## config.mk

```make
export PLATFORM = sky130hd
export DESIGN_NAME = sv39_page_table_walker_top
export DESIGN_NICKNAME = d
export VERILOG_FILES = /design/src/rtl/core/sv39ptw_pkg.sv /design/src/rtl/core/sv39ptw_step.sv /design/src/rtl/core/sv39_page_table_walker_top.sv
export SDC_FILE = /design/constraint.sdc
export NUM_CORES = 1
export LEC_CHECK = 0
export BUFFER_PORTS_ARGS = -buffer_cell sky130_fd_sc_hd__buf_2
export CORE_MARGIN = 2
export CORE_UTILIZATION = 50
export CTS_CLUSTER_DIAMETER = 120
export DETAILED_ROUTE_END_ITERATION = 6
export GPL_TIMING_DRIVEN = 0
export MAX_ROUTING_LAYER = met4
export PLACE_DENSITY = 0.75
export SYNTH_ARGS = -nofsm -noshare
export SYNTH_HDL_FRONTEND = slang
export SYNTH_SLANG_ARGS = --single-unit
```

## constraint.sdc

```tcl
create_clock -name clock -period 12.55 [get_ports clock]
set_input_delay 1.8825 -clock clock [delete_from_list [all_inputs] [get_ports clock]]
set_output_delay 1.8825 -clock clock [all_outputs]
set_load 0.05 [all_outputs]
```

## src/rtl/core/sv39ptw_pkg.sv

```systemverilog
`default_nettype none
// ----------------------------------------------------------------------------
// Sv39 page table walker package
// Shared types, field widths and codes for the walker and its step logic.
// ----------------------------------------------------------------------------
package sv39ptw_pkg;

   localparam int PA_W      = 56;
   localparam int VA_W      = 39;
   localparam int PTE_W     = 64;
   localparam int PPN_W     = 44;
   localparam int PG_SHIFT  = 12;
   localparam int IDX_BITS  = 9;
   localparam int LEVELS    = 3;
   localparam int LEVEL_W   = 2;
   localparam int PPN_LSB   = 10;

   localparam logic [LEVEL_W-1:0] TOP_LEVEL = LEVEL_W'(LEVELS - 1);

   localparam int PTE_V = 0;
   localparam int PTE_R = 1;
   localparam int PTE_W_BIT = 2;
   localparam int PTE_X = 3;

   // request mode codes
   localparam logic MODE_TRANSLATE = 1'b0;
   localparam logic MODE_RESPONSE  = 1'b1;

   // result kind codes
   localparam logic KIND_READ = 1'b0;
   localparam logic KIND_DONE = 1'b1;

   typedef struct packed {
      logic             mode;
      logic [VA_W-1:0]  vaddr;
      logic [PTE_W-1:0] entry_word;
   } req_type;

   typedef struct packed {
      logic            kind;
      logic [PA_W-1:0] read_addr;
      logic [PA_W-1:0] phys_addr;
      logic            fault;
   } rsp_type;

   typedef struct packed {
      logic               walking;
      logic [LEVEL_W-1:0] level;
      logic [PA_W-1:0]    table_base;
      logic [VA_W-1:0]    held_vaddr;
   } walk_state_type;

endpackage : sv39ptw_pkg
`default_nettype wire

```

## src/rtl/core/sv39ptw_step.sv

```systemverilog
`default_nettype none
// ----------------------------------------------------------------------------
// Sv39 walk step
// Judges one request against the walk state: starts a walk, descends a
// level, finishes with a physical address or a fault, or ignores a response while idle.
// ----------------------------------------------------------------------------
module sv39ptw_step
   import sv39ptw_pkg::*;
(
   input  req_type          req,
   input  walk_state_type   state,
   input  logic [PA_W-1:0]  root_pa,
   output walk_state_type   state_in,
   output logic             emit,
   output rsp_type          rsp
);

   logic [VA_W-1:0]     va;
   logic [PA_W-1:0]     base;
   logic [LEVEL_W-1:0]  lv;
   logic [LEVEL_W-1:0]  idx_lv;
   logic [IDX_BITS-1:0] idx;
   logic [PA_W-1:0]     entry_addr;
   logic [PPN_W-1:0]    ppn;
   logic [PA_W-1:0]     ppn_base;
   logic [PA_W-1:0]     offset;
   logic [PA_W-1:0]     leaf_pa;
   logic                pte_valid;
   logic                pte_terminal;

   assign ppn          = req.entry_word[PPN_LSB +: PPN_W];
   assign ppn_base     = {ppn, {PG_SHIFT{1'b0}}};
   assign pte_valid    = req.entry_word[PTE_V];
   assign pte_terminal = req.entry_word[PTE_R] | req.entry_word[PTE_W_BIT]
                       | req.entry_word[PTE_X];
   assign lv           = state.level;

   // address, table and level used for the next entry read
   assign va     = (req.mode == MODE_TRANSLATE) ? req.vaddr : state.held_vaddr;
   assign base   = (req.mode == MODE_TRANSLATE) ? root_pa : ppn_base;
   assign idx_lv = (req.mode == MODE_TRANSLATE) ? TOP_LEVEL : lv - 2'd1;

   // entry index slice of the held or incoming address
   always_comb begin
      idx = '0;
      case (idx_lv)
         2'd0:    idx = va[PG_SHIFT +: IDX_BITS];
         2'd1:    idx = va[PG_SHIFT + IDX_BITS +: IDX_BITS];
         2'd2:    idx = va[PG_SHIFT + 2*IDX_BITS +: IDX_BITS];
         default: idx = '0;
      endcase
   end

   assign entry_addr = base + {{(PA_W-IDX_BITS-3){1'b0}}, idx, 3'b000};

   // page offset for a leaf at the current level
   always_comb begin
      offset = '0;
      case (lv)
         2'd0:    offset = {{(PA_W-PG_SHIFT){1'b0}}, state.held_vaddr[PG_SHIFT-1:0]};
         2'd1:    offset = {{(PA_W-PG_SHIFT-IDX_BITS){1'b0}},
                            state.held_vaddr[PG_SHIFT+IDX_BITS-1:0]};
         2'd2:    offset = {{(PA_W-PG_SHIFT-2*IDX_BITS){1'b0}},
                            state.held_vaddr[PG_SHIFT+2*IDX_BITS-1:0]};
         default: offset = '0;
      endcase
   end

   assign leaf_pa = ppn_base + offset;

   always_comb begin
      state_in = state;
      emit     = 1'b0;
      rsp      = '0;
      if (req.mode == MODE_TRANSLATE) begin
         state_in.walking    = 1'b1;
         state_in.level      = TOP_LEVEL;
         state_in.table_base = root_pa;
         state_in.held_vaddr = req.vaddr;
         emit                = 1'b1;
         rsp.kind            = KIND_READ;
         rsp.read_addr       = entry_addr;
      end else if (state.walking) begin
         emit = 1'b1;
         if (!pte_valid || (!pte_terminal && lv == 2'd0)) begin
            state_in.walking = 1'b0;
            state_in.level   = TOP_LEVEL;
            rsp.kind         = KIND_DONE;
            rsp.fault        = 1'b1;
         end else if (pte_terminal) begin
            state_in.walking = 1'b0;
            state_in.level   = TOP_LEVEL;
            rsp.kind         = KIND_DONE;
            rsp.phys_addr    = leaf_pa;
         end else begin
            state_in.level      = lv - 2'd1;
            state_in.table_base = ppn_base;
            rsp.kind            = KIND_READ;
            rsp.read_addr       = entry_addr;
         end
      end
   end

endmodule : sv39ptw_step
`default_nettype wire

```

## src/rtl/core/sv39_page_table_walker_top.sv

```systemverilog
`default_nettype none
// ----------------------------------------------------------------------------
// Sv39 page table walker
// Three-level Sv39 walk driven by translate requests and memory responses.
//
//   channel   dir   ports                             payload
//   req       in    req_valid/req_ready/req_data      mode, vaddr, entry_word
//   rsp       out   rsp_valid/rsp_ready/rsp_data      kind, read_addr, phys_addr,
//                                                     fault
//   csr       in    csr_valid/csr_ready/csr_root_table_pa   root table address
//
// One request per cycle while req_ready is high; its result sits in the output register
// in the cycle after acceptance. Walk state updates at acceptance, from one step unit.
// req_ready drops only while a result waits and rsp_ready is low.
// A response arriving with no walk in progress is dropped without a result.
// Synchronous reset returns the walker to idle and clears the root address.
// ----------------------------------------------------------------------------
module sv39_page_table_walker_top
   import sv39ptw_pkg::*;
(
   input  wire logic             clock,
   input  wire logic             reset,
   input  wire logic             req_valid,
   output logic                  req_ready,
   input  wire req_type          req_data,
   output logic                  rsp_valid,
   input  wire logic             rsp_ready,
   output rsp_type               rsp_data,
   input  wire logic             csr_valid,
   output logic                  csr_ready,
   input  wire logic [PA_W-1:0]  csr_root_table_pa
);

   walk_state_type  state_ff, state_in;
   logic [PA_W-1:0] root_pa_ff;
   logic            rsp_valid_ff, rsp_valid_in;
   rsp_type         rsp_ff, rsp_in;
   rsp_type         step_rsp;
   logic            step_emit;
   logic            req_fire;

   assign req_ready = !rsp_valid_ff || rsp_ready;
   assign req_fire  = req_valid && req_ready;
   assign csr_ready = 1'b1;
   assign rsp_valid = rsp_valid_ff;
   assign rsp_data  = rsp_ff;

   sv39ptw_step u_step (
      .req      (req_data),
      .state    (state_ff),
      .root_pa  (root_pa_ff),
      .state_in (state_in),
      .emit     (step_emit),
      .rsp      (step_rsp)
   );

   always_comb begin
      rsp_valid_in = rsp_valid_ff && !rsp_ready;
      rsp_in       = rsp_ff;
      if (req_fire && step_emit) begin
         rsp_valid_in = 1'b1;
         rsp_in       = step_rsp;
      end
   end

   always_ff @(posedge clock) begin
      if (reset) begin
         state_ff.walking    <= 1'b0;
         state_ff.level      <= TOP_LEVEL;
         state_ff.table_base <= '0;
         state_ff.held_vaddr <= '0;
         root_pa_ff          <= '0;
         rsp_valid_ff        <= 1'b0;
      end else begin
         if (req_fire) begin
            state_ff <= state_in;
         end
         if (csr_valid && csr_ready) begin
            root_pa_ff <= csr_root_table_pa;
         end
         rsp_valid_ff <= rsp_valid_in;
      end
   end

   always_ff @(posedge clock) begin
      rsp_ff <= rsp_in;
   end

   // checks
   a_level_range: assert property (@(posedge clock) disable iff (reset)
      state_ff.level != 2'd3)
      else $error("walk level out of range");

   a_translate_reads: assert property (@(posedge clock) disable iff (reset)
      (req_fire && req_data.mode == MODE_TRANSLATE) |=>
         (rsp_valid_ff && rsp_ff.kind == KIND_READ && state_ff.walking
          && state_ff.level == TOP_LEVEL))
      else $error("translate did not start a walk");

   a_idle_response_dropped: assert property (@(posedge clock) disable iff (reset)
      (req_fire && req_data.mode == MODE_RESPONSE && !state_ff.walking) |=>
         (!rsp_valid_ff && !state_ff.walking))
      else $error("response while idle produced a result");

   a_done_idles: assert property (@(posedge clock) disable iff (reset)
      (req_fire && step_emit && step_rsp.kind == KIND_DONE) |=>
         (!state_ff.walking && state_ff.level == TOP_LEVEL))
      else $error("walker not idle after finish");

   a_result_fields: assert property (@(posedge clock) disable iff (reset)
      rsp_valid_ff |->
         ((rsp_ff.kind == KIND_READ && !rsp_ff.fault && rsp_ff.phys_addr == '0)
          || (rsp_ff.kind == KIND_DONE && rsp_ff.read_addr == '0
              && (!rsp_ff.fault || rsp_ff.phys_addr == '0))))
      else $error("inconsistent result fields");

endmodule : sv39_page_table_walker_top
`default_nettype wire

```

-- After elaboration in Yosys (flattened, before gate mapping)
Cells that the tools add are included.
- bitwise logic cells: 5
- reductions and logical operators: 16
- equality and inequality tests: 5
- add/subtract/negate cells: 3
- mux-type cells: 23
- operators with widths (kind ; number):
    $mux 56 ; 6
    $mux 59 ; 2
    $mux 113 ; 1
    $mux 112 ; 1
    $pmux 30 s3 ; 1
    $add 56x12->56 ; 1
    $add 56x30->56 ; 1
    $mux 39 ; 1
    $pmux 9 s3 ; 1
    $mux 1 ; 7
    $reduce_and 2->1 ; 3
    $eq 2x1->1 const B ; 2
    $eq 2x2->1 const B ; 2
    $logic_and 1x1->1 ; 4
    $logic_not 1->1 ; 4
    $logic_not 2->1 ; 2
    $mux 2 ; 2
    $reduce_or 4->1 ; 1
    $mux 3 ; 1
    $not 1->1 ; 3
    $logic_or 1x1->1 ; 2
    $ne 2x1->1 const B ; 1
    $or 1x1->1 ; 2
    $sub 2x1->2 const B ; 1
- output and inout bits: 117
- logic and storage cells: 62
- bits in registers: 213
- bits of input ports: 165

-- Logic depth before layout (Yosys ltp)
- depth after elaboration: 9
- gate-level depth with buffers: 19
- depth with buffers taken out: 14

-- Modules after synthesis
From an unflattened synthesis, not the netlist that was laid out.
- cell total of the unflattened synthesis: 1882
- area total of the unflattened synthesis: 16639.7 µm²
- by module, submodules not included (module ; seq. area each (µm²) ; area each (µm²) ; instances ; cells an instance):
    sv39_page_table_walker_top ; 6526.3 ; 9716.8 ; 1 ; 749
    sv39ptw_step ; 0.0 ; 6922.9 ; 1 ; 1133

-- Worst setup path after synthesis
No wires, ideal clock.
- path kind: input -> register
- start point: in req_data[103] in the netlist's numbering
- end point: reg rsp_ff (netlist bit rsp_data[102]), data pin
- data arrival time: 5642 ps
- cell stages on the path: 18
- setup slack: 6653 ps
- cell sequence: buf_6 -> buf_2 -> buf_2 -> buf_2 -> buf_2 -> buf_2 -> clkbuf_1 -> nor2_1 -> a31oi_1 -> ha_1 -> inv_1 -> fa_1 -> nor2b_1 -> o21ai_0 -> a21oi_1 -> o211ai_1 -> or4_1 -> and3_1
- RTL lines (what ; line ; text):
    start, declared ; sv39_page_table_walker_top.sv:25 ; input wire req_type req_data,
    end signal, assigned ; sv39_page_table_walker_top.sv:86 ; rsp_ff <= rsp_in;
    end, declared ; sv39_page_table_walker_top.sv:37 ; rsp_type rsp_ff, rsp_in;

==> flow_summary.toml <==
[min_path]
hold-path-cell-count = 2
min_from = "state_ff[10]$_SDFFE_PP0P_"
hold_class = "reg -> reg"
holdPathEnd = "state_ff[10]$_SDFFE_PP0P_"

[synth]
seq_area_frac_synth_pct = 45.0
synthFlopType = "edfxtp_1"
synth_edf_count = 114
synth_area_mm2 = 0.0120
syn_inst = 1290
ys_async_sr_fraction_pct = 0
synth_nets = 1488
syn_avg_cell_area_um2 = 9.32
yosys_warnings = 0
synth_seq_cells = 213
yosys.cell_types.count = 71

[global_routing]
antenna_found_initial = 5
grt_max_degree = 61
grt_overflow = 0
track_usage_pct = 29.9
grt_pass1_vias = 10500
grt_pass1_wl_mm = 57.7

[detailed_routing]
vias_per_cell = 5.81
dr.pass1.iters = 5
wirelength_mm = 38.5
drc = 0
wire_per_inst_um = 20.1
drtIter0Drc = 961
vias = 11200
drt.antenna.violating_nets = 0

[cts]
cts-root-buf = "clkbuf_16"
postCtsSetupRepairBufs = 0
path_clk_slew_ns = 0.06
hold_buffers = 0
cts_htree_levels = 1
ctsResizeCount = 0
cts.sinks = 213
clk_latency_ns = 0.54
cts_made_buffers = 25
cts_tree = "built"
clk_path_buf_depth = 3

[critical_path]
r2r_start = "state_ff[95]$_SDFFE_PP0P_"
regToRegSetupSlack_ns = 7.00
worst_ep_required_time_ns = 12.81
start_kind = "primary input"
cp-end-kind = "flop"
ff2ff_path_depth = 17
path_class = "in -> reg"
cp_max_fo = 10
worstReg2RegEnd = "rsp_data[104]$_DFFE_PP_"
arrival_ns = 7.17

[floorplanning]
die-area_mm2 = 0.0253
start_util_pct = 51.1
boundaryPins = 282
rows = 56
core_mm2 = 0.0235
dieHeight_um = 159
die_w_um = 159

[sta]
drv_slew = 0
setup_violations = 0
rsz0062_at_grt = "false"
final.min_clock_period_ns = 6.91
finalSetupTns_ns = 0
tightest_slew_ns = 1.18
slew-limit-headroom_pct = 21.1
holdWs_ns = 0.450
final.period_utilization_pct = 55.1
hold_viol = 0
skew_ns = 0.0142
max_freq_mhz = 145

[cells_and_area]
fillers = 2093
area_growth_pct = 21.1
final_layout_size_suffix_gt1_share_pct = 21.3
multi_input_area_mm2 = 0.00623
fin_area_mm2 = 0.0146
final-seq-area_mm2 = 0.00541
final_nets = 1775

[job]
cap_violations = 0

[power]
ir_drop_v = 0.0000956
p_leak_uw = 0.00597
power_density_mw_per_mm2 = 125

[outcome]
status = "finished, final reports clean"

[place]
hpwl_mm = 30.0
place_area_mm2 = 0.0137
finalWeightedCongestion = 0.953
io_buffer_count = 259
## layout make-up
type	instances	area share, %
clock inverter	12	0.653
multi-input combinational	983	42.8
inverter	22	0.585
buffer	72	2.06
tap	319	2.74
sequential	213	37.1
timing repair buffer	260	9.10
clock buffer	34	4.81
antenna	5	0.0860
## placed cells by master, fill, tap and decap left out, drive strengths merged, types with 41 or more instances in the layout
cell,instances
edfxtp,114
dfxtp,99
clkbuf,88
nor3,42
buf,278
nand2,175
and2,41
mux2i,110
nand3,51
a21oi,105
nor2,112
## cells by family (layout without fill, tap and decap cells)
family | after synthesis | after routing | share of synthesized area, %
flip-flops | 213 | 213 | 45.0
AO/OA/AOI/OAI | 252 | 252 | 13.5
buffers and inverters | 94 | 400 | 3.19
multiplexers | 125 | 125 | 10.6
other | 1 | 6 | 0.0312
AND/OR/NAND/NOR | 552 | 552 | 22.7
XOR/XNOR | 20 | 20 | 1.46
adder cells (fa/ha/maj) | 33 | 33 | 3.56
## report_power, final
part	leakage (µW)	total, µW	internal [µW]	switching [µW]
sequential	0.00191	793	775	18.5
clock	0.000381	705	412	293
combinational	0.00368	318	96.9	221
total	0.00597	1820	1280	532
## flip-flops by register name, indices dropped and copies added, names as in the netlist
register    flops
rsp_valid       1
root_pa_ff     56
rsp_data      114
state_ff       42
## metal layers
| metal | vias to the layer above | part of all wire [%] | global-route usage [%] |
|---|---|---|---|
| li1 | 5289 | - | - |
| met1 | 5227 | 41 | 36.7 |
| met2 | 551 | 47 | 49.0 |
| met3 | 93 | 8.5 | 5.89 |
| met4 | 0 | 3.7 | 11.2 |
| met5 | - | 0 | - |
## worst max-delay path by stage
stage | start | end | slack [ns] | cells past startpoint
6_report | req_data[103] | rsp_data[104]$_DFFE_PP_ | 5.64 | 17
5_1_grt | req_data[103] | rsp_data[104]$_DFFE_PP_ | 5.27 | 17
4_1_cts | req_data[103] | rsp_data[104]$_DFFE_PP_ | 5.80 | 16
3_5_place_dp | req_data[103] | rsp_data[104]$_DFFE_PP_ | 5.26 | 16
3_3_place_gp | req_data[103] | rsp_data[104]$_DFFE_PP_ | 5.30 | 16
2_1_floorplan | req_data[103] | rsp_data[102]$_DFFE_PP_ | 6.65 | 18
## stage by stage
stage               worst slack (ns)  cells  total power, µW  util [%]
floorplan                       6.65   1290             1020         -
global placement                5.30   1868             1120      58.3
detailed placement              5.26   1869             1120      58.4
CTS                             5.80   1915             1820      61.8
global route                    5.27   1920             1880      61.8
finish                          5.64   1920             1820      61.8
## critical path, cell delays in order
cell       delay, ns
buf_6           0.12
buf_2           0.25
buf_2           0.31
buf_1           0.57
buf_1           0.63
clkbuf_1        0.47
nor2_1          0.10
a21oi_1         0.32
inv_1           0.11
fa_1            0.44
nor2b_1         0.16
o21ai_0         0.14
a21oi_1         0.44
o2111ai_1       0.42
clkbuf_1        0.35
o31ai_1         0.31
o41ai_1         0.14
## synth_stat cells, types with 9 or more instances
| cell | count | area share (%) |
|---|---|---|
| a21oi_1 | 105 | 4.4 |
| a31oi_1 | 10 | 0.52 |
| and2_1 | 40 | 2.1 |
| and3_1 | 13 | 0.68 |
| and4_1 | 9 | 0.66 |
| buf_2 | 9 | 0.37 |
| clkbuf_1 | 54 | 1.7 |
| dfxtp_1 | 99 | 16 |
| edfxtp_1 | 114 | 28 |
| ha_1 | 31 | 3.2 |
| inv_1 | 21 | 0.66 |
| mux2_2 | 15 | 1.4 |
| mux2i_1 | 110 | 9.2 |
| nand2_1 | 175 | 5.5 |
| nand2b_1 | 19 | 0.99 |
| nand3_1 | 50 | 2.1 |
| nand3b_1 | 11 | 0.69 |
| nand4_1 | 17 | 0.88 |
| nor2_1 | 112 | 3.5 |
| nor2b_1 | 18 | 0.94 |
| nor3_1 | 42 | 1.7 |
| nor4_1 | 11 | 0.57 |
| o211ai_1 | 12 | 0.75 |
| o21a_1 | 16 | 1.0 |
| o21ai_0 | 35 | 1.5 |
| o31a_1 | 9 | 0.66 |
| xnor2_1 | 10 | 0.73 |
| xor2_1 | 10 | 0.73 |
Note: power is estimated with default switching activity, not from simulation.
